**src/hdl/tmc_fifo.sv**
```systemverilog
// Small synchronous FIFO used for the job queue and the result queue.
// No dependencies.
`timescale 1ns / 1ps

module tmc_fifo #(
    parameter int WIDTH = 8,
    parameter int DEPTH = 2
) (
    input  logic             clk,
    input  logic             rst_n,
    input  logic             push,
    input  logic [WIDTH-1:0] wdata,
    input  logic             pop,
    output logic [WIDTH-1:0] rdata,
    output logic             full,
    output logic             empty
);

    localparam int AW = (DEPTH > 1) ? $clog2(DEPTH) : 1;
    localparam int CW = $clog2(DEPTH + 1);

    logic [WIDTH-1:0] mem_reg [DEPTH];
    logic [AW-1:0]    wr_ptr_reg, rd_ptr_reg;
    logic [CW-1:0]    cnt_reg;
    logic             do_push, do_pop;

    assign full    = (cnt_reg == CW'(DEPTH));
    assign empty   = (cnt_reg == '0);
    assign do_push = push && !full;
    assign do_pop  = pop && !empty;
    assign rdata   = mem_reg[rd_ptr_reg];

    // Store data
    always_ff @(posedge clk)
    begin
        if (do_push)
        begin
            mem_reg[wr_ptr_reg] <= wdata;
        end
    end

    // Advance pointers and occupancy
    always_ff @(posedge clk or negedge rst_n)
    begin
        if (!rst_n)
        begin
            wr_ptr_reg <= '0;
            rd_ptr_reg <= '0;
            cnt_reg    <= '0;
        end
        else
        begin
            if (do_push)
            begin
                wr_ptr_reg <= (wr_ptr_reg == AW'(DEPTH - 1)) ? '0 : wr_ptr_reg + 1'b1;
            end
            if (do_pop)
            begin
                rd_ptr_reg <= (rd_ptr_reg == AW'(DEPTH - 1)) ? '0 : rd_ptr_reg + 1'b1;
            end
            if (do_push && !do_pop)
            begin
                cnt_reg <= cnt_reg + 1'b1;
            end
            else if (do_pop && !do_push)
            begin
                cnt_reg <= cnt_reg - 1'b1;
            end
        end
    end

endmodule

```
**config.mk**
```make
export PLATFORM = sky130hd
export DESIGN_NAME = tmc_fifo
export DESIGN_NICKNAME = d
export VERILOG_FILES = /design/src/hdl/tmc_fifo.sv
export SDC_FILE = /design/constraint.sdc
export NUM_CORES = 1
export LEC_CHECK = 0
export BUFFER_PORTS_ARGS = -buffer_cell sky130_fd_sc_hd__buf_2
export CAP_MARGIN = 5
export CORE_MARGIN = 5
export CORE_UTILIZATION = 52
export DETAILED_ROUTE_END_ITERATION = 16
export PLACE_DENSITY = 0.8
export SLEW_MARGIN = 20
export SYNTH_ARGS = -nofsm -noshare
export SYNTH_HDL_FRONTEND = slang
export SYNTH_SLANG_ARGS = --single-unit
```
**constraint.sdc**
```tcl
create_clock -name clk -period 2.9 [get_ports clk]
set_input_delay 0.145 -clock clk [delete_from_list [all_inputs] [get_ports clk]]
set_output_delay 0.145 -clock clk [all_outputs]
set_load 0.02 [all_outputs]
```
==> results of run 1 <==
[cell usage after synthesis]
master and number:
nand2_2 1, mux2_2 2, ha_1 1, dfrtp_1 4, xor2_1 2, mux2_1 6
edfxtp_1 16, o21ai_1 1, xnor2_2 1, nor2_1 3, and3_1 1, inv_1 2
xnor2_1 2, buf_2 1, nand2b_1 1
[stage by stage]
step / worst slack (ps) / area [µm²]
floorplan: 1510 / 782
global placement: 1370 / 902
detailed placement: 1310 / 902
CTS: 1290 / 938
global route: 1210 / 938
finish: 1310 / 938
[cells in the final DEF, fill, tap and decap left out, drive strengths merged]
master,instances
buf,21
edfxtp,16
mux2,8
dfrtp,4
clkbuf,4
nor2,3
xnor2,3
inv,2
xor2,2
nand2b,1
nand2,1
o21ai,1
and3,1
ha,1
dlygate4sd3,1
[power breakdown]
group	switching [W]	internal (W)	leakage, nW
Sequential	0.0000626	0.000402	0.195
Clock	0.0000795	0.0000537	0.0150
Combinational	0.000194	0.000149	0.183
Total	0.000336	0.000605	0.393
[worst reg2reg max path, cell delays in order, from the launching register on]
cell,delay [ps]
dfrtp_1,440
nand2b_1,190
nand2_2,100
nor2_1,500
[routing by layer]
layer  vias up  routed length, µm
met4         0                 29
met5         -                  0
met3         3                 79
met1       209                556
met2        15                620
li1        209                  -
[logic make-up (layout without fill, tap and decap cells)]
family | Yosys count | after routing | synth area share
AO/OA/AOI/OAI | 1 | 1 | 0.00639
XOR/XNOR | 5 | 5 | 0.0656
adder cells (fa/ha/maj) | 1 | 1 | 0.0160
buffers and inverters | 3 | 28 | 0.0160
flip-flops | 20 | 20 | 0.742
multiplexers | 8 | 8 | 0.115
AND/OR/NAND/NOR | 6 | 6 | 0.0384
[worst paths after layout]
| path | start | end | slack [ps] | cells past startpoint |
|---|---|---|---|---|
| setup reg to reg | cnt_reg[0] | mem_reg[0][5] | 1310 | 3 |
| hold / removal | wdata[7] | mem_reg[0][7] | 20 | 1 |
| min in group asynchronous | rst_n | cnt_reg[0] | 170 | 2 |
| hold reg to reg | cnt_reg[1] | cnt_reg[1] | 530 | 1 |
| max in group asynchronous | rst_n | rd_ptr_reg | 2610 | 2 |
| setup / recovery | cnt_reg[0] | mem_reg[0][5] | 1310 | 3 |
[final cells by class]
class / instances / area [µm²] / share of cell area
multi-input combinational: 21 / 189 / 0.201
timing repair buffer: 22 / 115 / 0.123
inverter: 2 / 7.51 / 0.00800
sequential: 20 / 581 / 0.619
clock buffer: 4 / 26.3 / 0.0280
tap: 16 / 20.0 / 0.0213
[what timing repair did]
action | CTS | global route
hold buffers | 1 | 0
hold endpoints to repair | 4 | 0
gates resized for setup | 0 | 0
==> results.cfg, run 1 <==
[run_status]
outcome = completed

[finish]
n_antenna_cell = 0
largest_reg_flops = 16
instances_no_fill = 85
drive_above_1_share = 0.406
nets = 83
fin_util = 0.638
syn_to_final_growth_pct = 20.0
fillerInstances = 119

[detailed_routing]
first_iter_violations = 2
firstDrtPassIters = 2
vias = 436
antenna_left = 0
post_drt_wl_per_cell_um = 15.1
wirelength_mm = 1.29
via_per_inst = 5.13
drc = 0

[clock_network]
clkSinkCount = 20
cts_tree = yes
cts_buffers = 3
htreeDepth = 1
cts.clk_slew.worst_paths_ps = 100
cts_max_path_buffers = 2
clkLatencyLatePin_ps = 300
cts_root_buffer = clkbuf_4
postCtsSetupBuffers = 0

[sta]
skew_ps = 0.864
worst_slew_pin_slew_ps = 632
rsz0062_at_grt = no
worst_hold_slack_ps = 24.3
max_slew_margin = 0.577
slew_viol_final = 0
min_period_ps = 1590
fin_crit_sh = 0.547
hold_viol = 0
tns_ps = 0
max_freq_mhz = 631
setup_viol = 0

[logic_synthesis]
synth-seq-cells = 20
yosysTopAreaCell = edfxtp_1
synth_top_area_frac = 0.614
yosysSeqAreaShare = 0.742
syn_inst = 44
synth_warnings = 0
yosysUniqueCellTypes = 15
syn-num-nets = 57
netlist_area_um2 = 782
yosys-top-cells-area = edfxtp_1 (61%), dfrtp_1 (13%), mux2_1 (8.6%), mux2_2 (2.9%), xnor2_1 (2.2%)
avgSynthCellArea_um2 = 17.8

[worst_setup_path]
path_max_fanout = 8
cp_cell_sequence = nand2b_1 > nand2_2 > nor2_1
crit_buf_inv = 0
cp_slowest_cell = nor2_1
cpPeakStageDelay_ps = 500
critPathCaptureType = register
path_delay_family = simple AND/OR/NAND/NOR gates
worstSetupPathType = register to register
arrival_ps = 1530
start_kind = register
crit_required_ps = 2850

[grt]
grt_busiest_layer = met2
grt-ovfl-total = 0
use_met1 = 0.137
use_met2 = 0.198
grt_pass1_vias = 471
grt_max_degree = 12
grt_usage = 0.120
grt_pass1_wl_mm = 2.18
antenna_found_initial = 0
use_met3 = 0.0367

[floorplanning]
core.rowCount = 14
coreArea_um2 = 1470
die-area_um2 = 2380
die_h_um = 48.8
die_w_um = 48.8
ios = 22
start_util = 0.531

[power]
vdd_drop_max_uv = 493
p_leak_nw = 0.393
power_w = 0.000941
cellPowerDensity_nw_per_um2 = 1000

[min_path]
min_path_type = input pin to register

[run]
maxCapViolCount = 0

[placed_design]
dpl.hpwl_um = 977
gp_congestion = 0.752
portBuffers = 21
placed_cells = 80
(Power assumes the default switching activity.)
==> run 2: changes to the inputs <==
Settings changed: CORE_UTILIZATION 52 to 48, PLACE_DENSITY 0.8 to 0.74.
Clock period 2.9 ns to 1.5 ns, I/O delays scaled along.
==> run 2 against run 1 <==
  * Combinational power is 120% higher
  * Largest cell class unchanged
  * Clock skew grew 0.97 ps
  * Largest power group unchanged
  * Total power up 100%
  * Hold slack better by 28 ps
==> results.cfg, run 2 (synthesis gave the netlist of run 1 again) <==
[detailed_routing]
antenna_left = 0
via_per_inst = 4.66
post_drt_wl_per_cell_um = 12.9
first_iter_violations = 7
drc = 0
vias = 447
wirelength_mm = 1.23
firstDrtPassIters = 2

[clock_network]
cts_buffers = 3
clkSinkCount = 20
cts_max_path_buffers = 2
htreeDepth = 1
cts.clk_slew.worst_paths_ps = 100
clkLatencyLatePin_ps = 290
cts_root_buffer = clkbuf_4
cts_tree = yes

[finish]
largest_reg_flops = 16
nets = 94
drive_above_1_share = 0.425
final_cell_mix = buf_2 (21), edfxtp_1 (16), dlygate4sd3_1 (9)
layout_commonest_cell = buf_2
syn_to_final_growth_pct = 35.0
n_antenna_cell = 0

[floorplanning]
coreArea_um2 = 1520
die-area_um2 = 2540
die_w_um = 50.4
core.rowCount = 14
die_h_um = 50.4
ios = 22
start_util = 0.513

[power]
swShare = 0.351
power_switching_w = 0.000669
cellPowerDensity_nw_per_um2 = 1800
p_int_w = 0.00123
p_leak_nw = 0.449
pwr-share-seq = 0.479
power_w = 0.00190
combPwrFrac = 0.390
vdd_drop_max_uv = 1170
pwr-share-clk = 0.131

[placed_design]
portBuffers = 21
gp_congestion = 0.645
dpl.hpwl_um = 825

[worst_setup_path]
crit_required_ps = 1420
cp_cell_sequence = mux2_2 > buf_2
start_kind = register
critPathCaptureType = output port
worstSetupPathType = register to output port
path_delay_family = flip-flops
cp_slowest_cell = dfrtp_2
path_max_fanout = 9
crit_buf_inv = 1
cpPeakStageDelay_ps = 510
arrival_ps = 1330

[grt]
antenna_found_initial = 0
grt_pass1_wl_mm = 1.99
grt_pass1_vias = 473
grt_usage = 0.108
grt-ovfl-total = 0
grt_max_degree = 12

[sta]
worst_slew_pin_slew_ps = 379
worst_hold_slack_ps = 52.1
tns_ps = 0
fin_crit_sh = 0.934
slew_viol_final = 0
max_freq_mhz = 713
min_period_ps = 1400
setup_viol = 0
hold_viol = 0
skew_ps = 1.84
max_slew_margin = 0.748

[run]
maxCapViolCount = 0

[min_path]
min_path_type = input pin to register

[run_status]
outcome = completed
==> run 2: cell types whose count changed in the layout (fill, tap and decap cells not counted), sizes merged <==
cell and change:
dlygate4sd3 +8, buf +3, clkbuf -1, clkinv +1
==> run 2: area by class of cell <==
cell class              count  area, µm²
clock buffers               3       22.5
clock inverters             1       3.75
fillers                   116        468
inverters                   2       7.51
multi-input cells          21        201
flip-flops and latches     20        583
well taps                  16       20.0
repair buffers             33        218
==> run 2: per-layer routing <==
layer  wire length [µm]  GRT usage
met2                625      0.174
met4                 19     0.0681
met1                493      0.116
met3                 95     0.0444
met5                  0          0
==> run 2: path summary, 6_finish.rpt <==
kind | start | end | slack, ps | depth (start not counted)
setup / recovery | rd_ptr_reg | rdata[7] | 100 | 2
hold / removal | push | wr_ptr_reg | 50 | 3
setup reg to reg | cnt_reg[0] | cnt_reg[1] | 100 | 7
hold reg to reg | wr_ptr_reg | wr_ptr_reg | 530 | 1
max in group asynchronous | rst_n | rd_ptr_reg | 1270 | 2
min in group asynchronous | rst_n | wr_ptr_reg | 100 | 2
==> run 2: per-stage QoR <==
stage | cells | setup slack, ps | cell area [µm²] | util
2_1_floorplan | 44 | 108 | 782 | -
3_3_place_gp | 82 | 73.5 | 917 | 0.602
3_5_place_dp | 82 | 25.9 | 917 | 0.602
4_1_cts | 95 | 9.69 | 1030 | 0.679
5_1_grt | 96 | -3.79 | 1060 | 0.693
6_report | 96 | 98.4 | 1060 | 0.693
==> run 2: worst min-delay path: stages <==
cell and delay [ps]:
buf_2 120, nand2_4 80, xnor2_2 50
==> run 2: power by group through the flow <==
stage	combinational (W)	clock, W	sequential, W
floorplan	0.000535	0	0.000846
global placement	0.000678	0	0.000902
detailed placement	0.000695	0	0.000907
CTS	0.000710	0.000259	0.000902
global route	0.000816	0.000278	0.000941
finish	0.000742	0.000250	0.000912
==> run 2: repair_timing <==
| item | in CTS | in global routing |
|---|---|---|
| resized for setup | 1 | 3 |
| pin swaps | 0 | 2 |
| hold buffers | 9 | 0 |
| endpoints found under the setup margin | 3 | 1 |
| setup buffers | 0 | 1 |
| hold endpoints to repair | 20 | 0 |
==> run 3: changes to the inputs <==
Clock period 1.5 ns to 1.3 ns, I/O delays scaled along.
==> run 3 against run 2 <==
  * The flow now finishes with violations (negative setup slack)
  * Clock skew rose by 3.2 ps
  * Total power increased by 47%
  * Largest power group is now combinational logic
  * Clock-buffer cell count grew 1
  * Final cell count increased by 9.4%
  * Via count is 14% higher
  * Wire length increased by 32%
  * Critical path depth is 1 higher
  * First-iteration DRC count is 29% higher
  * Worst setup slack lost 170 ps
  * Die area unchanged
==> results.cfg, run 3 (synthesis gave the netlist of run 1 again) <==
[placed_design]
gp_congestion = 0.675
placed_cells = 87
dpl.hpwl_um = 989
portBuffers = 21
dp_slack_ps = -17.6

[clock_network]
cts.clk_slew.worst_paths_ps = 100
cts_buffers = 3
clkLatencyLatePin_ps = 300
clkSinkCount = 20
cts_root_buffer = clkbuf_4
cts_tree = yes
htreeDepth = 1
cts_max_path_buffers = 2

[grt]
grt_max_degree = 12
grt-ovfl-total = 0
antenna_found_initial = 0
grt_pass1_vias = 559
grt_usage = 0.143
grt_pass1_wl_mm = 2.66

[worst_setup_path]
endpoint = rdata[1]
cp_cell_sequence = buf_4 > mux2_4 > buf_6
startpoint = rd_ptr_reg
critPathCaptureType = output port
r2r_cells = 5
worstSetupPathType = register to output port
path_max_fanout = 3
crit_required_ps = 1240
arrival_ps = 1310
start_kind = register
reg2reg_to = cnt_reg[1]
reg2reg_from = cnt_reg[1]
reg2reg_slack_ps = -10
cp_slowest_cell = dfrtp_2
cpPeakStageDelay_ps = 440

[sta]
max_freq_mhz = 730
rsz0062_at_grt = yes
min_period_ps = 1370
fin_crit_sh = 1.05
slew_viol_final = 0
tns_ps = -526
fin_ws_ps = -70.6
worst_slew_pin_slew_ps = 204
setup_viol = 9
skew_ps = 5.07
max_slew_margin = 0.864
hold_viol = 0

[floorplanning]
die-area_um2 = 2540
coreArea_um2 = 1520
core.rowCount = 14
start_util = 0.513
die_w_um = 50.4
ios = 22
die_h_um = 50.4

[detailed_routing]
vias = 511
drc = 0
via_per_inst = 4.87
wirelength_mm = 1.63
post_drt_wl_per_cell_um = 15.5
antenna_left = 0
first_iter_violations = 9
firstDrtPassIters = 4

[min_path]
min_path_type = input pin to asynchronous set/reset pin

[finish]
syn_to_final_growth_pct = 58.6
largest_reg_flops = 16
layout_commonest_cell = edfxtp_1
nets = 103
drive_above_1_share = 0.607
final_cell_mix = edfxtp_1 (16), buf_2 (13), buf_6 (12)
multi_input_comb_area_um2 = 253
instances_no_fill = 105
n_antenna_cell = 0
fillerInstances = 90
ff_latch_area_um2 = 583

[power]
vdd_drop_max_uv = 1450
cellPowerDensity_nw_per_um2 = 2260
p_leak_nw = 0.542

[run_status]
violations = negative setup slack
outcome = finished with violations

[run]
maxCapViolCount = 0
## run 3: cell types whose count changed in the layout (fill, tap and decap cells not counted), sizes merged
cell    change
clkbuf      +1
buf         +9
clkinv      -1
## run 3: per-stage QoR
step / utilization / cell area [µm²] / total power [W] / hold WS, ps
final: 0.814 / 1240 / 0.00281 / 92.3
after global routing: 0.814 / 1240 / 0.00298 / 101
after CTS: 0.796 / 1210 / 0.00273 / 87.5
after detailed placement: 0.638 / 972 / 0.00201 / -125
after global placement: 0.638 / 972 / 0.00197 / -126
after floorplan: - / 800 / 0.00164 / -231
## run 3: worst min-delay path by stage
| stage | startpoint | endpoint | slack, ps | depth (start not counted) |
|---|---|---|---|---|
| 3_3_place_gp | rst_n | cnt_reg[0] | -130 | 1 |
| 5_1_grt | rst_n | cnt_reg[0] | 100 | 2 |
| 3_5_place_dp | rst_n | cnt_reg[0] | -120 | 1 |
| 4_1_cts | rst_n | cnt_reg[0] | 90 | 2 |
| 6_report | rst_n | cnt_reg[0] | 90 | 2 |
| 2_1_floorplan | rst_n | cnt_reg[0] | -230 | 0 |
## run 3: cell type report
type	count	area share
clock buffers	4	0.0212
inverters	2	0.00605
multi-input cells	21	0.204
well taps	16	0.0161
flip-flops and latches	20	0.470
repair buffers	42	0.283
## run 3: critical path, delay by kind of cell (launching register included)
| family | cells | cell delay, ps |
|---|---|---|
| flip-flops | 1 | 440 |
| multiplexers | 1 | 290 |
| buffers and inverters | 2 | 280 |
## run 3: repair_timing
item,4_1_cts,5_1_grt
gates resized for setup,29,6
pin swaps,1,1
setup buffers,5,0
hold endpoints to repair,20,0
hold buffers,9,0
setup endpoints to repair,17,18
## run 3: where the power goes
group | leakage (nW) | switching [W] | internal (W)
logic | 0.334 | 0.000658 | 0.000848
registers | 0.193 | 0.000100 | 0.000903
clock network | 0.0150 | 0.000180 | 0.000119
## run 3: metal layers
metal / track usage / vias to the layer above / wire (µm)
met3: 0.0473 / 2 / 68
met4: 0.0511 / 0 / 4
met1: 0.155 / 250 / 649
li1: - / 247 / -
met2: 0.257 / 12 / 909
met5: 0 / - / 0
