--- src/hdl/tmc_pkg.sv ---
// Package for the template match counter: payload, job and write-port
// structs, register indexes, reset values and multiplier constants.
// No dependencies.
`timescale 1ns / 1ps

package tmc_pkg;

    // Result counters
    localparam int COUNT_W = 21;
    localparam logic [COUNT_W-1:0] COUNT_MAX = '1;

    localparam int PIX_W = 8;

    // Job and write-port field widths, sized for the largest supported geometry
    localparam int COL_W   = 12;
    localparam int SLOT_W  = 6;
    localparam int DIM_W   = 7;
    localparam int TADDR_W = 12;

    // Register indexes
    localparam logic [2:0] REG_MODE       = 3'd0;
    localparam logic [2:0] REG_TEMPLATE_W = 3'd1;
    localparam logic [2:0] REG_TEMPLATE_H = 3'd2;
    localparam logic [2:0] REG_IMAGE_W    = 3'd3;
    localparam logic [2:0] REG_MATCH_THR  = 3'd4;
    localparam logic [2:0] REG_ANGLE_THR  = 3'd5;

    // Register reset values
    localparam logic        RST_MODE       = 1'b0;
    localparam logic [4:0]  RST_TEMPLATE_W = 5'd8;
    localparam logic [4:0]  RST_TEMPLATE_H = 5'd8;
    localparam logic [10:0] RST_IMAGE_W    = 11'd1024;
    localparam logic [16:0] RST_MATCH_THR  = 17'd63570;
    localparam logic [32:0] RST_ANGLE_THR  = 33'd4294963001;

    // Input commands and matching modes
    localparam logic CMD_TEMPLATE = 1'b0;
    localparam logic CMD_IMAGE    = 1'b1;
    localparam logic MODE_MATCH   = 1'b0;
    localparam logic MODE_ANGLE   = 1'b1;

    // Digit-serial multiplier
    localparam int MUL_W     = 64;
    localparam int DIGIT_W   = 16;
    localparam int MUL_STEPS = MUL_W / DIGIT_W;
    localparam int MUL_CNT_W = 3;

    typedef struct packed {
        logic             command;
        logic [PIX_W-1:0] pixel;
        logic             last;
    } in_item_t;

    typedef struct packed {
        logic [COUNT_W-1:0] hit_count;
        logic [COUNT_W-1:0] window_count;
    } out_item_t;

    typedef struct packed {
        logic        mode;
        logic [4:0]  template_width;
        logic [4:0]  template_height;
        logic [10:0] image_width;
        logic [16:0] match_threshold;
        logic [32:0] angle_threshold;
    } cfg_t;

    typedef struct packed {
        logic              check;
        logic              last;
        logic [COL_W-1:0]  col;
        logic [SLOT_W-1:0] slot;
        logic [DIM_W-1:0]  tw;
        logic [DIM_W-1:0]  th;
    } job_t;

    typedef struct packed {
        logic               t_en;
        logic [TADDR_W-1:0] t_addr;
        logic               l_en;
        logic [SLOT_W-1:0]  l_slot;
        logic [COL_W-1:0]   l_col;
        logic [PIX_W-1:0]   data;
    } mem_wr_t;

endpackage

--- src/hdl/tmc_front.sv ---
// Front end: accepts pixels, tracks template index and image position,
// issues memory writes and window jobs. Depends on tmc_pkg.
`timescale 1ns / 1ps

module tmc_front #(
    parameter int TMW = 16,
    parameter int TMH = 16,
    parameter int IMW = 1024,
    parameter int IMH = 1024
) (
    input  logic             clk,
    input  logic             rst_n,
    input  tmc_pkg::cfg_t    cfg,
    input  logic             accept,
    input  tmc_pkg::in_item_t item,
    input  logic             job_done,
    output logic             busy,
    output tmc_pkg::mem_wr_t wr,
    output logic             job_push,
    output tmc_pkg::job_t    job
);

    localparam int TDEPTH = TMW * TMH;
    localparam int TI_W   = (TDEPTH > 1) ? $clog2(TDEPTH) : 1;
    localparam int TW_W   = $clog2(TMW + 1);
    localparam int TH_W   = $clog2(TMH + 1);
    localparam int IW_W   = $clog2(IMW + 1);
    localparam int CP_W   = $clog2(IMW + 1);
    localparam int ROW_W  = $clog2(IMH);
    localparam int SL_W   = (TMH > 1) ? $clog2(TMH) : 1;

    logic [TI_W-1:0]  tidx_reg, tidx_next;
    logic [CP_W-1:0]  col_reg, col_next;
    logic [ROW_W-1:0] row_reg, row_next;
    logic [SL_W-1:0]  slot_reg, slot_next;
    logic             busy_reg, busy_next;

    logic [TW_W-1:0]  tw;
    logic [TH_W-1:0]  th;
    logic [IW_W-1:0]  iw;
    logic [CP_W-1:0]  col_eff;
    logic [CP_W-1:0]  col_inc;
    logic             check;
    logic             is_image;

    // Clamp dimensions into their supported range
    always_comb
    begin
        if (cfg.template_width == '0)
            tw = TW_W'(1);
        else if (32'(cfg.template_width) > TMW)
            tw = TW_W'(TMW);
        else
            tw = TW_W'(cfg.template_width);

        if (cfg.template_height == '0)
            th = TH_W'(1);
        else if (32'(cfg.template_height) > TMH)
            th = TH_W'(TMH);
        else
            th = TH_W'(cfg.template_height);

        if (cfg.image_width == '0)
            iw = IW_W'(1);
        else if (32'(cfg.image_width) > IMW)
            iw = IW_W'(IMW);
        else
            iw = IW_W'(cfg.image_width);
    end

    // Classify the pixel
    assign is_image = (item.command == tmc_pkg::CMD_IMAGE);
    assign col_eff  = (32'(col_reg) >= 32'(iw)) ? '0 : col_reg;
    assign col_inc  = col_eff + 1'b1;
    assign check    = (32'(col_eff) >= 32'(tw) - 32'd1) && (32'(row_reg) >= 32'(th) - 32'd1);

    // Memory write requests
    always_comb
    begin
        wr.t_en   = accept && !is_image;
        wr.t_addr = tmc_pkg::TADDR_W'(tidx_reg);
        wr.l_en   = accept && is_image;
        wr.l_slot = tmc_pkg::SLOT_W'(slot_reg);
        wr.l_col  = tmc_pkg::COL_W'(col_eff);
        wr.data   = item.pixel;
    end

    // Window jobs
    assign job_push  = accept && is_image && (check || item.last);
    assign job.check = check;
    assign job.last  = item.last;
    assign job.col   = tmc_pkg::COL_W'(col_eff);
    assign job.slot  = tmc_pkg::SLOT_W'(slot_reg);
    assign job.tw    = tmc_pkg::DIM_W'(tw);
    assign job.th    = tmc_pkg::DIM_W'(th);
    assign busy      = busy_reg;

    // Advance template index and image position
    always_comb
    begin
        tidx_next = tidx_reg;
        col_next  = col_reg;
        row_next  = row_reg;
        slot_next = slot_reg;
        busy_next = busy_reg;
        if (job_done)
        begin
            busy_next = 1'b0;
        end
        if (job_push)
        begin
            busy_next = 1'b1;
        end
        if (accept && !is_image)
        begin
            if (item.last || tidx_reg == TI_W'(TDEPTH - 1))
                tidx_next = '0;
            else
                tidx_next = tidx_reg + 1'b1;
        end
        if (accept && is_image)
        begin
            if (item.last)
            begin
                col_next  = '0;
                row_next  = '0;
                slot_next = '0;
            end
            else if (32'(col_inc) >= 32'(iw))
            begin
                col_next = '0;
                if (row_reg < ROW_W'(IMH - 1))
                    row_next = row_reg + 1'b1;
                slot_next = (slot_reg == SL_W'(TMH - 1)) ? '0 : slot_reg + 1'b1;
            end
            else
            begin
                col_next = col_inc;
            end
        end
    end

    always_ff @(posedge clk or negedge rst_n)
    begin
        if (!rst_n)
        begin
            tidx_reg <= '0;
            col_reg  <= '0;
            row_reg  <= '0;
            slot_reg <= '0;
            busy_reg <= 1'b0;
        end
        else
        begin
            tidx_reg <= tidx_next;
            col_reg  <= col_next;
            row_reg  <= row_next;
            slot_reg <= slot_next;
            busy_reg <= busy_next;
        end
    end

endmodule

--- config.mk ---
export PLATFORM = sky130hd
export DESIGN_NAME = tmc_front
export DESIGN_NICKNAME = d
export VERILOG_FILES = /design/src/hdl/tmc_pkg.sv /design/src/hdl/tmc_front.sv
export SDC_FILE = /design/constraint.sdc
export NUM_CORES = 1
export LEC_CHECK = 0
export BUFFER_PORTS_ARGS = -buffer_cell sky130_fd_sc_hd__buf_2
export CAP_MARGIN = 20
export CELL_PAD_IN_SITES_DETAIL_PLACEMENT = 0
export CELL_PAD_IN_SITES_GLOBAL_PLACEMENT = 2
export CORE_ASPECT_RATIO = 0.9
export CORE_MARGIN = 2
export CORE_UTILIZATION = 28
export CTS_CLUSTER_SIZE = 12
export DETAILED_ROUTE_END_ITERATION = 16
export PLACE_DENSITY_LB_ADDON = 0.1
export SYNTH_ARGS = -nofsm -noshare
export SYNTH_HDL_FRONTEND = slang
export SYNTH_SLANG_ARGS = --single-unit
--- constraint.sdc ---
create_clock -name clk -period 11.32 [get_ports clk]
set_input_delay 2.264 -clock clk [delete_from_list [all_inputs] [get_ports clk]]
set_output_delay 2.264 -clock clk [all_outputs]
set_load 0.05 [all_outputs]
==> results of run 1 <==
[layer usage]
layer	vias to the layer above	share of wire, %	global-route usage (%)
met2	63	44	22.70
li1	1620	-	-
met3	13	4.0	2.479
met1	1457	51	20.92
met4	0	0.74	2.835
met5	-	0	0
[cells in the mapped netlist (3+ instances only)]
cell type and n:
nand3_1 15, xnor2_1 8, nand4_1 9, nor2_1 38, nor2b_1 4, buf_4 39, or2_2 3, nor3_1 5
and2_1 6, o21ai_0 17, clkbuf_1 11, inv_1 23, ha_1 48, a31oi_1 12, nand2_1 37, nand2b_1 10
a21o_1 5, dfrtp_1 34, a22o_1 3, a21oi_1 23, or4_1 5, a211oi_1 6, o21ai_1 4, or3_1 6
o22ai_1 5, nor4_1 4, and3_1 9
[through the flow]
step / hold WS [ns] / power, mW / util [%] / setup WS (ns) / instances
final: 0.5095 / 0.5937 / 32.96 / 2.893 / 651
after global routing: 0.5234 / 0.6417 / 32.96 / 2.504 / 651
after CTS: 0.5128 / 0.6049 / 32.96 / 2.849 / 651
after detailed placement: 0.4962 / 0.4587 / 31.71 / 2.852 / 643
after global placement: 0.4859 / 0.4574 / 31.71 / 2.835 / 643
after floorplan: 0.4818 / 0.4139 / - / 3.052 / 454
[final cells by class]
cell class | instances | area, sq um
well taps | 160 | 200.2
repair buffers | 82 | 415.4
inverters | 24 | 90.09
fillers | 1353 | 8160
clock buffers | 6 | 138.9
multi-input cells | 343 | 2303
clock inverters | 2 | 12.51
flip-flops and latches | 34 | 850.8
[logic make-up (layout without fill, tap and decap cells)]
| group | Yosys count | count (layout) | synth area share [%] |
|---|---|---|---|
| buffers and inverters | 77 | 114 | 12.82 |
| AOI/OAI and AO/OA | 100 | 100 | 19.32 |
| adders and majority gates | 48 | 48 | 17.05 |
| and+or+nand+nor | 157 | 157 | 22.73 |
| xor gates and xnor gates | 10 | 10 | 2.486 |
| muxes | 4 | 4 | 1.243 |
| DFF | 34 | 34 | 24.15 |
| other | 2 | 24 | 0.2131 |
[how the worst max path moves through the flow]
| stage | to | slack, ns | depth (start not counted) |
|---|---|---|---|
| 2_1_floorplan | job_push | 3.05 | 16 |
| 3_3_place_gp | job_push | 2.84 | 18 |
| 3_5_place_dp | job_push | 2.85 | 18 |
| 4_1_cts | job_push | 2.85 | 18 |
| 5_1_grt | job_push | 2.50 | 18 |
| 6_report | job_push | 2.89 | 18 |
[power by group]
part / internal (mW) / switching, mW / total (mW)
registers: 0.138 / 0.0228 / 0.160
logic: 0.0836 / 0.210 / 0.293
clock network: 0.0871 / 0.0527 / 0.140
total: 0.308 / 0.285 / 0.594
[worst max-delay path: stages]
cell and delay [ns]:
buf_2 0.10, nor4_1 0.35, a31oi_1 0.13, nor2_1 0.20
ha_1 0.28, nand4_1 0.13, nor2_1 0.05, a211o_1 0.38
nor2_1 0.21, and2_1 0.26, ha_1 0.27, a21o_1 0.18
a31oi_1 0.28, o221ai_1 0.21, a221o_1 0.36, o211ai_1 0.21
nand2_1 0.07, buf_2 0.21
==> results.txt, run 1 <==
Outcome - completed
Clock buffer depth - 2
Final min period - 8.427 ns
Core ar. - 12170 sq um
Worst VDD drop - 0.08441 mV
Leading cell types in the layout, fill and taps excluded - buf_2, ha_1, nor2_1, nand2_1, dfrtp_1
Antenna violations before repair - 0
Grt total ovfl - 0
Clock Pin Slew Worst Setup and Hold Paths - 0.05 ns
R2R depth - 20
Die area - 13500 sq um
DRT iter0 DRCs - 114
DR WL/cell - 14.47 um
Post-synthesis register bit count - 34
Ys async rst share - 100.0%
Period utilisation layout - 74.45%
Max-cap violations - 0
Worst-skew pair later-pin latency - 0.28 ns
Hold_sp - busy
Post-synthesis sequential area ratio - 24.15%
Starting density of the core - 28.95%
Dominant synthesized flop cell - dfrtp_1
Required @ worst endpoint - 9.06 ns
Post-Syn Area - 3523 sq um
CTS Hold Bufs - 0
Total GRT Usage - 14.52%
Final slew viol count - 0
Rows - 38
TritonCTS clock tree - yes
Largest net degree at the start of global routing - 35
Startpoint types - input port
Crit end category - output port
Hold Fails Final Rpt - 0
Final setup fails - 0
Commonest non-fill, non-tap cell in the layout - buf_2
WS Path Type - input port to output port
Global-route wire length before repair - 15950 um
Post-synth top area share - 24.15%
CTS Buf Count - 5
DRC - 0
PortBufs - 80
Via/cell ratio - 4.843
Synth Warn # - 0
Relative slew margins - 46.41%
Ant diodes - 0
HPWL after DPL - 7372 um
Post_cts resized - 0
Htree depth - 2
Worst-margin pin slew - 0.8038 ns
Vias - 3153
Die Wd - 122.2 um
Setup crit start - cfg[54]
Final Routed Wirelength - 9419 um
Design Area, Final - 4011 sq um
Post-Syn Instances - 432
Clock skew - 0.004907 ns
Max reg flops - 11
Largest cells by area after synthesis - dfrtp_1, ha_1, buf_4, nor2_1, nand2_1
RSZ-0062 raised after global routing - no
R2R Setup Slk - 5.85 ns
Fmax achieved - 118.7 MHz
Vias in the first global route - 3137
Layout cells sized above 1 - 20.37%
ANT nets after route - 0
Syn avg cell area - 8.156 sq um
Setup bufs post-CTS - 0
Arr. time, crit path - 6.16 ns
Post-synth EDFFs - 0
CTS Root Cell - clkbuf_16
Final Wtd Congestion - 0.7413
Worst r2r src - col_reg[6]
Die Height - 110.4 um
Layout area overhead - 13.85%
Nets - 624
Worst Hold End - busy
Io pins - 162
Min-Delay Path Depth - 2
Pwr dens - 148.0 nW/um^2
Netlist cell types - 57
CP Max Fanout - 4
Setup TNS - 0 ns
Placed Area - 3860 sq um
Leading area contributor after synthesis - dfrtp_1
DR pass1 iterations - 4
Clock sinks - 34
Leak - 2.022 nW
Min-Delay Path Class - flop to flop
Terminus of the critical flop-to-flop path - col_reg[3]
(Power assumes the default switching activity.)
==> run 2, diff against run 1 <==
--- a/config.mk
+++ b/config.mk
@@ -11,7 +11,7 @@
 export CELL_PAD_IN_SITES_GLOBAL_PLACEMENT = 2
 export CORE_ASPECT_RATIO = 0.9
 export CORE_MARGIN = 2
-export CORE_UTILIZATION = 28
+export CORE_UTILIZATION = 26
 export CTS_CLUSTER_SIZE = 12
 export DETAILED_ROUTE_END_ITERATION = 16
 export PLACE_DENSITY_LB_ADDON = 0.1
==> constraint.sdc (replaced) <==
create_clock -name clk -period 8.1 [get_ports clk]
set_input_delay 1.62 -clock clk [delete_from_list [all_inputs] [get_ports clk]]
set_output_delay 1.62 -clock clk [all_outputs]
set_load 0.05 [all_outputs]
==> results.txt, run 2 (same netlist as run 1, synthesis figures left out) <==
Outcome - completed
R2R Setup Slk - 2.73 ns (-3.12 ns)
CP Max Fanout - 14 (+10)
Worst-skew pair later-pin latency - 0.28 ns (about the same)
Clock share of power - 28.9% (+5.4 points)
DR WL/cell - 14.73 um (+1.8%)
Logic pwr share - 46.5% (-2.9 points)
Clock buffer depth - 2 (unchanged)
Final Wtd Congestion - 0.7683 (+3.6%)
Place WS - 0.9466 ns (-1.906 ns)
Core ar. - 13310 sq um (+9.4%)
HPWL after DPL - 7795 um (+5.7%)
WS Path Type - input port to output port
Max-cap violations - 0 (unchanged)
DR pass1 iterations - 4 (unchanged)
CP cell instances - buf_2 -> nor4_1 -> a31oi_1 -> nor2_1 -> ha_1 -> nand4_1 -> nor2_1 -> a211o_1 -> nor2_1 -> buf_4 -> and2_1 -> ha_1 -> a21o_1 -> a31oi_1 -> o221ai_1 -> a221o_1 -> o211ai_1 -> nand2_1 -> buf_2
PortBufs - 80 (unchanged)
CTS Hold Bufs - 0 (unchanged)
ANT nets after route - 0 (unchanged)
Commonest non-fill, non-tap cell in the layout - buf_2
Leading cell types in the layout, fill and taps excluded - buf_2, ha_1, nor2_1, nand2_1, dfrtp_1
Net Sw Power - 0.4086 mW (+43%)
Htree depth - 2 (unchanged)
RSZ-0062 raised after global routing - no
Via/cell ratio - 4.828 (-0.32%)
CTS Buf Count - 5 (unchanged)
Final setup fails - 0 (unchanged)
Global-route wire length before repair - 15970 um (+0.18%)
Antenna violations before repair - 0 (unchanged)
Ant diodes - 0 (unchanged)
Final Routed Wirelength - 9754 um (+3.6%)
Final min period - 7.157 ns
Vias - 3196 (+1.4%)
DRT iter0 DRCs - 98 (-14%)
Sequential power share - 24.6% (-2.4 points)
Die Wd - 126.7 um (+3.6%)
Placed Area - 3892 sq um (+0.84%)
Post-Route Utilization - 30.73% (-2.2 points)
Hold Fails Final Rpt - 0 (unchanged)
Clock skew - 0.002806 ns (-0.002101 ns)
Placed insts - 654 (+1.7%)
Largest net degree at the start of global routing - 35 (unchanged)
Die area - 14500 sq um (+7.4%)
Io pins - 162 (unchanged)
Pwr dens - 221.9 nW/um^2 (+50%)
Worst Slack Setup Final - 0.9430 ns (-1.950 ns)
DRC - 0 (unchanged)
Power consumption - 0.9077 mW (+53%)
Required @ worst endpoint - 6.48 ns (-2.58 ns)
Max reg flops - 11 (unchanged)
Clock Pin Slew Worst Setup and Hold Paths - 0.06 ns (about the same)
Worst hold slack - 0.5176 ns (+0.008053 ns)
Design Area, Final - 4091 sq um (+2.0%)
CTS Root Cell - clkbuf_16
Leak - 2.060 nW (+1.9%)
Clock sinks - 34 (unchanged)
Internal power - 0.4991 mW (+62%)
Rows - 40 (+5.3%)
Starting density of the core - 26.47% (-2.5 points)
Nets - 627 (+0.48%)
Worst VDD drop - 0.09343 mV (+11%)
Layout cells sized above 1 - 20.85% (+0.48 points)
Setup TNS - 0 ns (unchanged)
Post_cts resized - 0 (unchanged)
Die Height - 114.4 um (+3.6%)
Switching part of the total - 45.01% (-3.1 points)
Grt total ovfl - 0 (unchanged)
Fillers - 1462 (+8.1%)
Setup bufs post-CTS - 0 (unchanged)
Min-Delay Path Class - flop to flop
Slowest CP cell - nor4_1
Fmax achieved - 139.7 MHz
Final slew viol count - 0 (unchanged)
Vias in the first global route - 3036 (-3.2%)
Arr. time, crit path - 5.54 ns (-0.62 ns)
Worst-margin pin slew - 0.8162 ns (+0.01237 ns)
Period utilisation layout - 88.36%
Finished Layout Cells - 662 (+1.7%)
Layout area overhead - 16.12%
Total GRT Usage - 13.85% (-0.67 points)
Relative slew margins - 45.59% (-0.82 points)
Crit end category - output port
Startpoint types - input port
TritonCTS clock tree - yes
Critical Path Most Common Cell - nor2_1
Max stage delay on crit path - 0.37 ns (about the same)
-- run 2: cell count changes in the layout (fill, tap and decap cells not counted) --
| cell | previous run | this run |
|---|---|---|
| bufinv_16 | 0 | 2 |
| buf_4 | 2 | 5 |
| clkinv_2 | 1 | 0 |
| clkinvlp_4 | 1 | 0 |
-- run 2: power by group through the flow --
| stage | sequential, mW | clock [mW] | combinational [mW] |
|---|---|---|---|
| CTS | 0.224 | 0.269 | 0.429 |
| global placement | 0.226 | 0 | 0.425 |
| global route | 0.229 | 0.279 | 0.463 |
| detailed placement | 0.227 | 0 | 0.426 |
| floorplan | 0.250 | 0 | 0.328 |
| finish | 0.224 | 0.262 | 0.422 |
-- run 2: worst max-delay path, delay by kind of cell --
kind | cells | cell delay [ns]
buffers and inverters | 3 | 0.56
adder cells (fa/ha/maj) | 2 | 0.56
AO/OA/AOI/OAI | 7 | 1.54
AND/OR/NAND/NOR | 7 | 1.24
-- run 2: path summary, 6_finish.rpt --
check,from,endpoint,depth (start not counted)
max,cfg[54],job_push,19
min,busy,busy,2
max reg2reg,col_reg[5],row_reg[0],19
min reg2reg,busy,busy,2
max in group asynchronous,rst_n,row_reg[7],1
min in group asynchronous,rst_n,tidx_reg[0],1
-- run 2: area by class of cell --
class	instances	area, sq um	area share [%]
Inverter	24	90.09	2.202
Sequential cell	34	850.8	20.80
Multi-Input combinational cell	343	2303	56.30
Tap cell	168	210.2	5.138
Clock buffer	6	138.9	3.394
Clock inverter	2	60.06	1.468
Timing Repair Buffer	85	437.9	10.70
-- run 2: layer usage --
metal  global-route usage, %  routed length (um)  vias up
li1                        -                   -     1621
met2                   21.30                4221       74
met3                   2.477                 416        9
met4                   2.784                  62        0
met5                       0                   0        -
met1                   20.40                5054     1492
==> run 3, diff against run 2 <==
--- a/config.mk
+++ b/config.mk
@@ -14,7 +14,7 @@
 export CORE_UTILIZATION = 26
 export CTS_CLUSTER_SIZE = 12
 export DETAILED_ROUTE_END_ITERATION = 16
-export PLACE_DENSITY_LB_ADDON = 0.1
+export PLACE_DENSITY = 0.82
 export SYNTH_ARGS = -nofsm -noshare
 export SYNTH_HDL_FRONTEND = slang
 export SYNTH_SLANG_ARGS = --single-unit
==> results.txt, run 3 (same netlist as run 1, synthesis figures left out) <==
TritonCTS clock tree - yes
Global-route wire length before repair - 14710 um (-7.9%)
RSZ-0062 raised after global routing - no
CTS Buf Count - 5 (unchanged)
DR WL/cell - 13.40 um (-9.0%)
Logic pwr share - 45.7% (-0.8 points)
Met3 Resource Use GR - 2.617% (+0.14 points)
Outcome - completed
Core ar. - 13310 sq um (unchanged)
Worst path top cell family by delay - compound AO/OA/AOI/OAI gates
Critical Path Most Common Cell - nor2_1
Starting density of the core - 26.47% (unchanged)
DRC - 0 (unchanged)
Clock Pin Slew Worst Setup and Hold Paths - 0.05 ns (about the same)
HPWL after DPL - 6949 um (-11%)
Hold Fails Final Rpt - 0 (unchanged)
Placed insts - 650 (-0.61%)
Layout cells sized above 1 - 20.20% (-0.65 points)
Max stage delay on crit path - 0.37 ns (about the same)
Finished Layout Cells - 658 (-0.60%)
Worst-margin pin slew - 0.8423 ns (+0.02610 ns)
Critical path buffer and inverter count - 2 (-1)
Die Height - 114.4 um (unchanged)
Nets - 623 (-0.64%)
Final Routed Wirelength - 8820 um (-9.6%)
Pwr dens - 218.7 nW/um^2 (-1.4%)
CP Max Fanout - 5 (-9)
Post-Route Utilization - 30.51% (-0.23 points)
Min-Delay Path Class - flop to flop
Final slew viol count - 0 (unchanged)
Htree depth - 2 (unchanged)
Switching part of the total - 44.46% (-0.55 points)
Via/cell ratio - 4.733 (-2.0%)
Net Sw Power - 0.3950 mW (-3.3%)
Sequential power share - 25.2% (+0.6 points)
Relative slew margins - 43.85% (-1.7 points)
Clock share of power - 29.1% (+0.2 points)
Leading cell types in the layout, fill and taps excluded - buf_2, ha_1, nor2_1, nand2_1, dfrtp_1
Internal power - 0.4933 mW (-1.2%)
Commonest non-fill, non-tap cell in the layout - buf_2
Required @ worst endpoint - 6.48 ns (about the same)
Most used routing layer - met2
ANT nets after route - 0 (unchanged)
Setup TNS - 0 ns (unchanged)
Arr. time, crit path - 5.50 ns (-0.04 ns)
Leak - 2.041 nW (-0.90%)
Die Wd - 126.7 um (unchanged)
Io pins - 162 (unchanged)
Met1 Track Usage GR - 16.97% (-3.4 points)
DRT iter0 DRCs - 133 (+36%)
Worst VDD drop - 0.09888 mV (+5.8%)
Crit end category - output port
Final setup fails - 0 (unchanged)
Grt total ovfl - 0 (unchanged)
Fmax achieved - 140.5 MHz (+0.54%)
Final Wtd Congestion - 0.7960 (+3.6%)
Vias in the first global route - 2978 (-1.9%)
GR Util met2 - 20.68% (-0.61 points)
Max reg flops - 11 (unchanged)
Fillers - 1452 (-0.68%)
Worst-skew pair later-pin latency - 0.28 ns (about the same)
Max-cap violations - 0 (unchanged)
Clock sinks - 34 (unchanged)
Clock buffer depth - 2 (unchanged)
Post_cts resized - 0 (unchanged)
Startpoint types - input port
Setup bufs post-CTS - 0 (unchanged)
Slowest CP cell - a221o_1
Die area - 14500 sq um (unchanged)
CTS Root Cell - clkbuf_16
PortBufs - 80 (unchanged)
Period utilisation layout - 87.89% (-0.47 points)
Layout area overhead - 15.27%
DR pass1 iterations - 4 (unchanged)
Clock skew - 0.007618 ns (+0.004812 ns)
Worst hold slack - 0.5183 ns (+0.0006720 ns)
Rows - 40 (unchanged)
WS Path Type - input port to output port
Ant diodes - 0 (unchanged)
Total GRT Usage - 12.48% (-1.4 points)
Final min period - 7.119 ns (-0.03818 ns)
Largest net degree at the start of global routing - 35 (unchanged)
CTS Hold Bufs - 0 (unchanged)
CP cell instances - buf_2 -> nor4_1 -> a31oi_1 -> nor2_1 -> ha_1 -> nand4_1 -> nor2_1 -> a211o_1 -> nor2_1 -> and2_1 -> ha_1 -> a21o_1 -> a31oi_1 -> o221ai_1 -> a221o_1 -> o211ai_1 -> nand2_1 -> buf_2
Antenna violations before repair - 0 (unchanged)
Vias - 3114 (-2.6%)
## run 3: cell types whose count changed in the layout (fill, tap and decap cells not counted), sizes merged
cell  delta
buf      -4
## run 3: tightest hold or removal path: cells and delay by family (launching register included)
kind | cells | cell delay (ns)
flops | 1 | 0.34
simple gates | 2 | 0.15
## run 3: layer usage
| metal | wire length [um] | vias up |
|---|---|---|
| li1 | - | 1620 |
| met1 | 4213 | 1429 |
| met2 | 4137 | 61 |
| met4 | 34 | 0 |
| met3 | 435 | 4 |
| met5 | 0 | - |
## run 3: stage by stage
step | setup slack (ns) | area, sq um | power, mW
floorplan | 1.120 | 3606 | 0.5785
global placement | 1.002 | 3862 | 0.6305
detailed placement | 0.9734 | 3862 | 0.6357
CTS | 0.9647 | 4061 | 0.8980
global route | 0.6528 | 4061 | 0.9505
finish | 0.9812 | 4061 | 0.8883
## run 3: cell type report
cell class / count / area, sq um / area share (%)
clock buffer: 6 / 138.9 / 3.420
clock inverter: 2 / 60.06 / 1.479
inverter: 24 / 90.09 / 2.218
multi-input combinational: 343 / 2303 / 56.72
sequential: 34 / 850.8 / 20.95
tap: 168 / 210.2 / 5.176
timing repair buffer: 81 / 407.9 / 10.04
## run 3: final timing paths
check                           cells past startpoint           to       start  slack, ns
worst max-delay path                               18     job_push     cfg[54]       0.98
worst min-delay path                                2         busy        busy       0.52
worst max register to register                     20  col_reg[10]  col_reg[5]       2.65
worst min register to register                      2         busy        busy       0.52
max in group asynchronous                           1   row_reg[4]       rst_n       6.12
min in group asynchronous                           1  tidx_reg[3]       rst_n       1.44
## run 3: power groups by stage
stage          Sequential, mW  Clock [mW]  Combinational, mW
6_report                0.224       0.258              0.406
3_3_place_gp            0.227           0              0.404
2_1_floorplan           0.250           0              0.328
4_1_cts                 0.224       0.263              0.410
5_1_grt                 0.229       0.273              0.448
3_5_place_dp            0.227           0              0.408
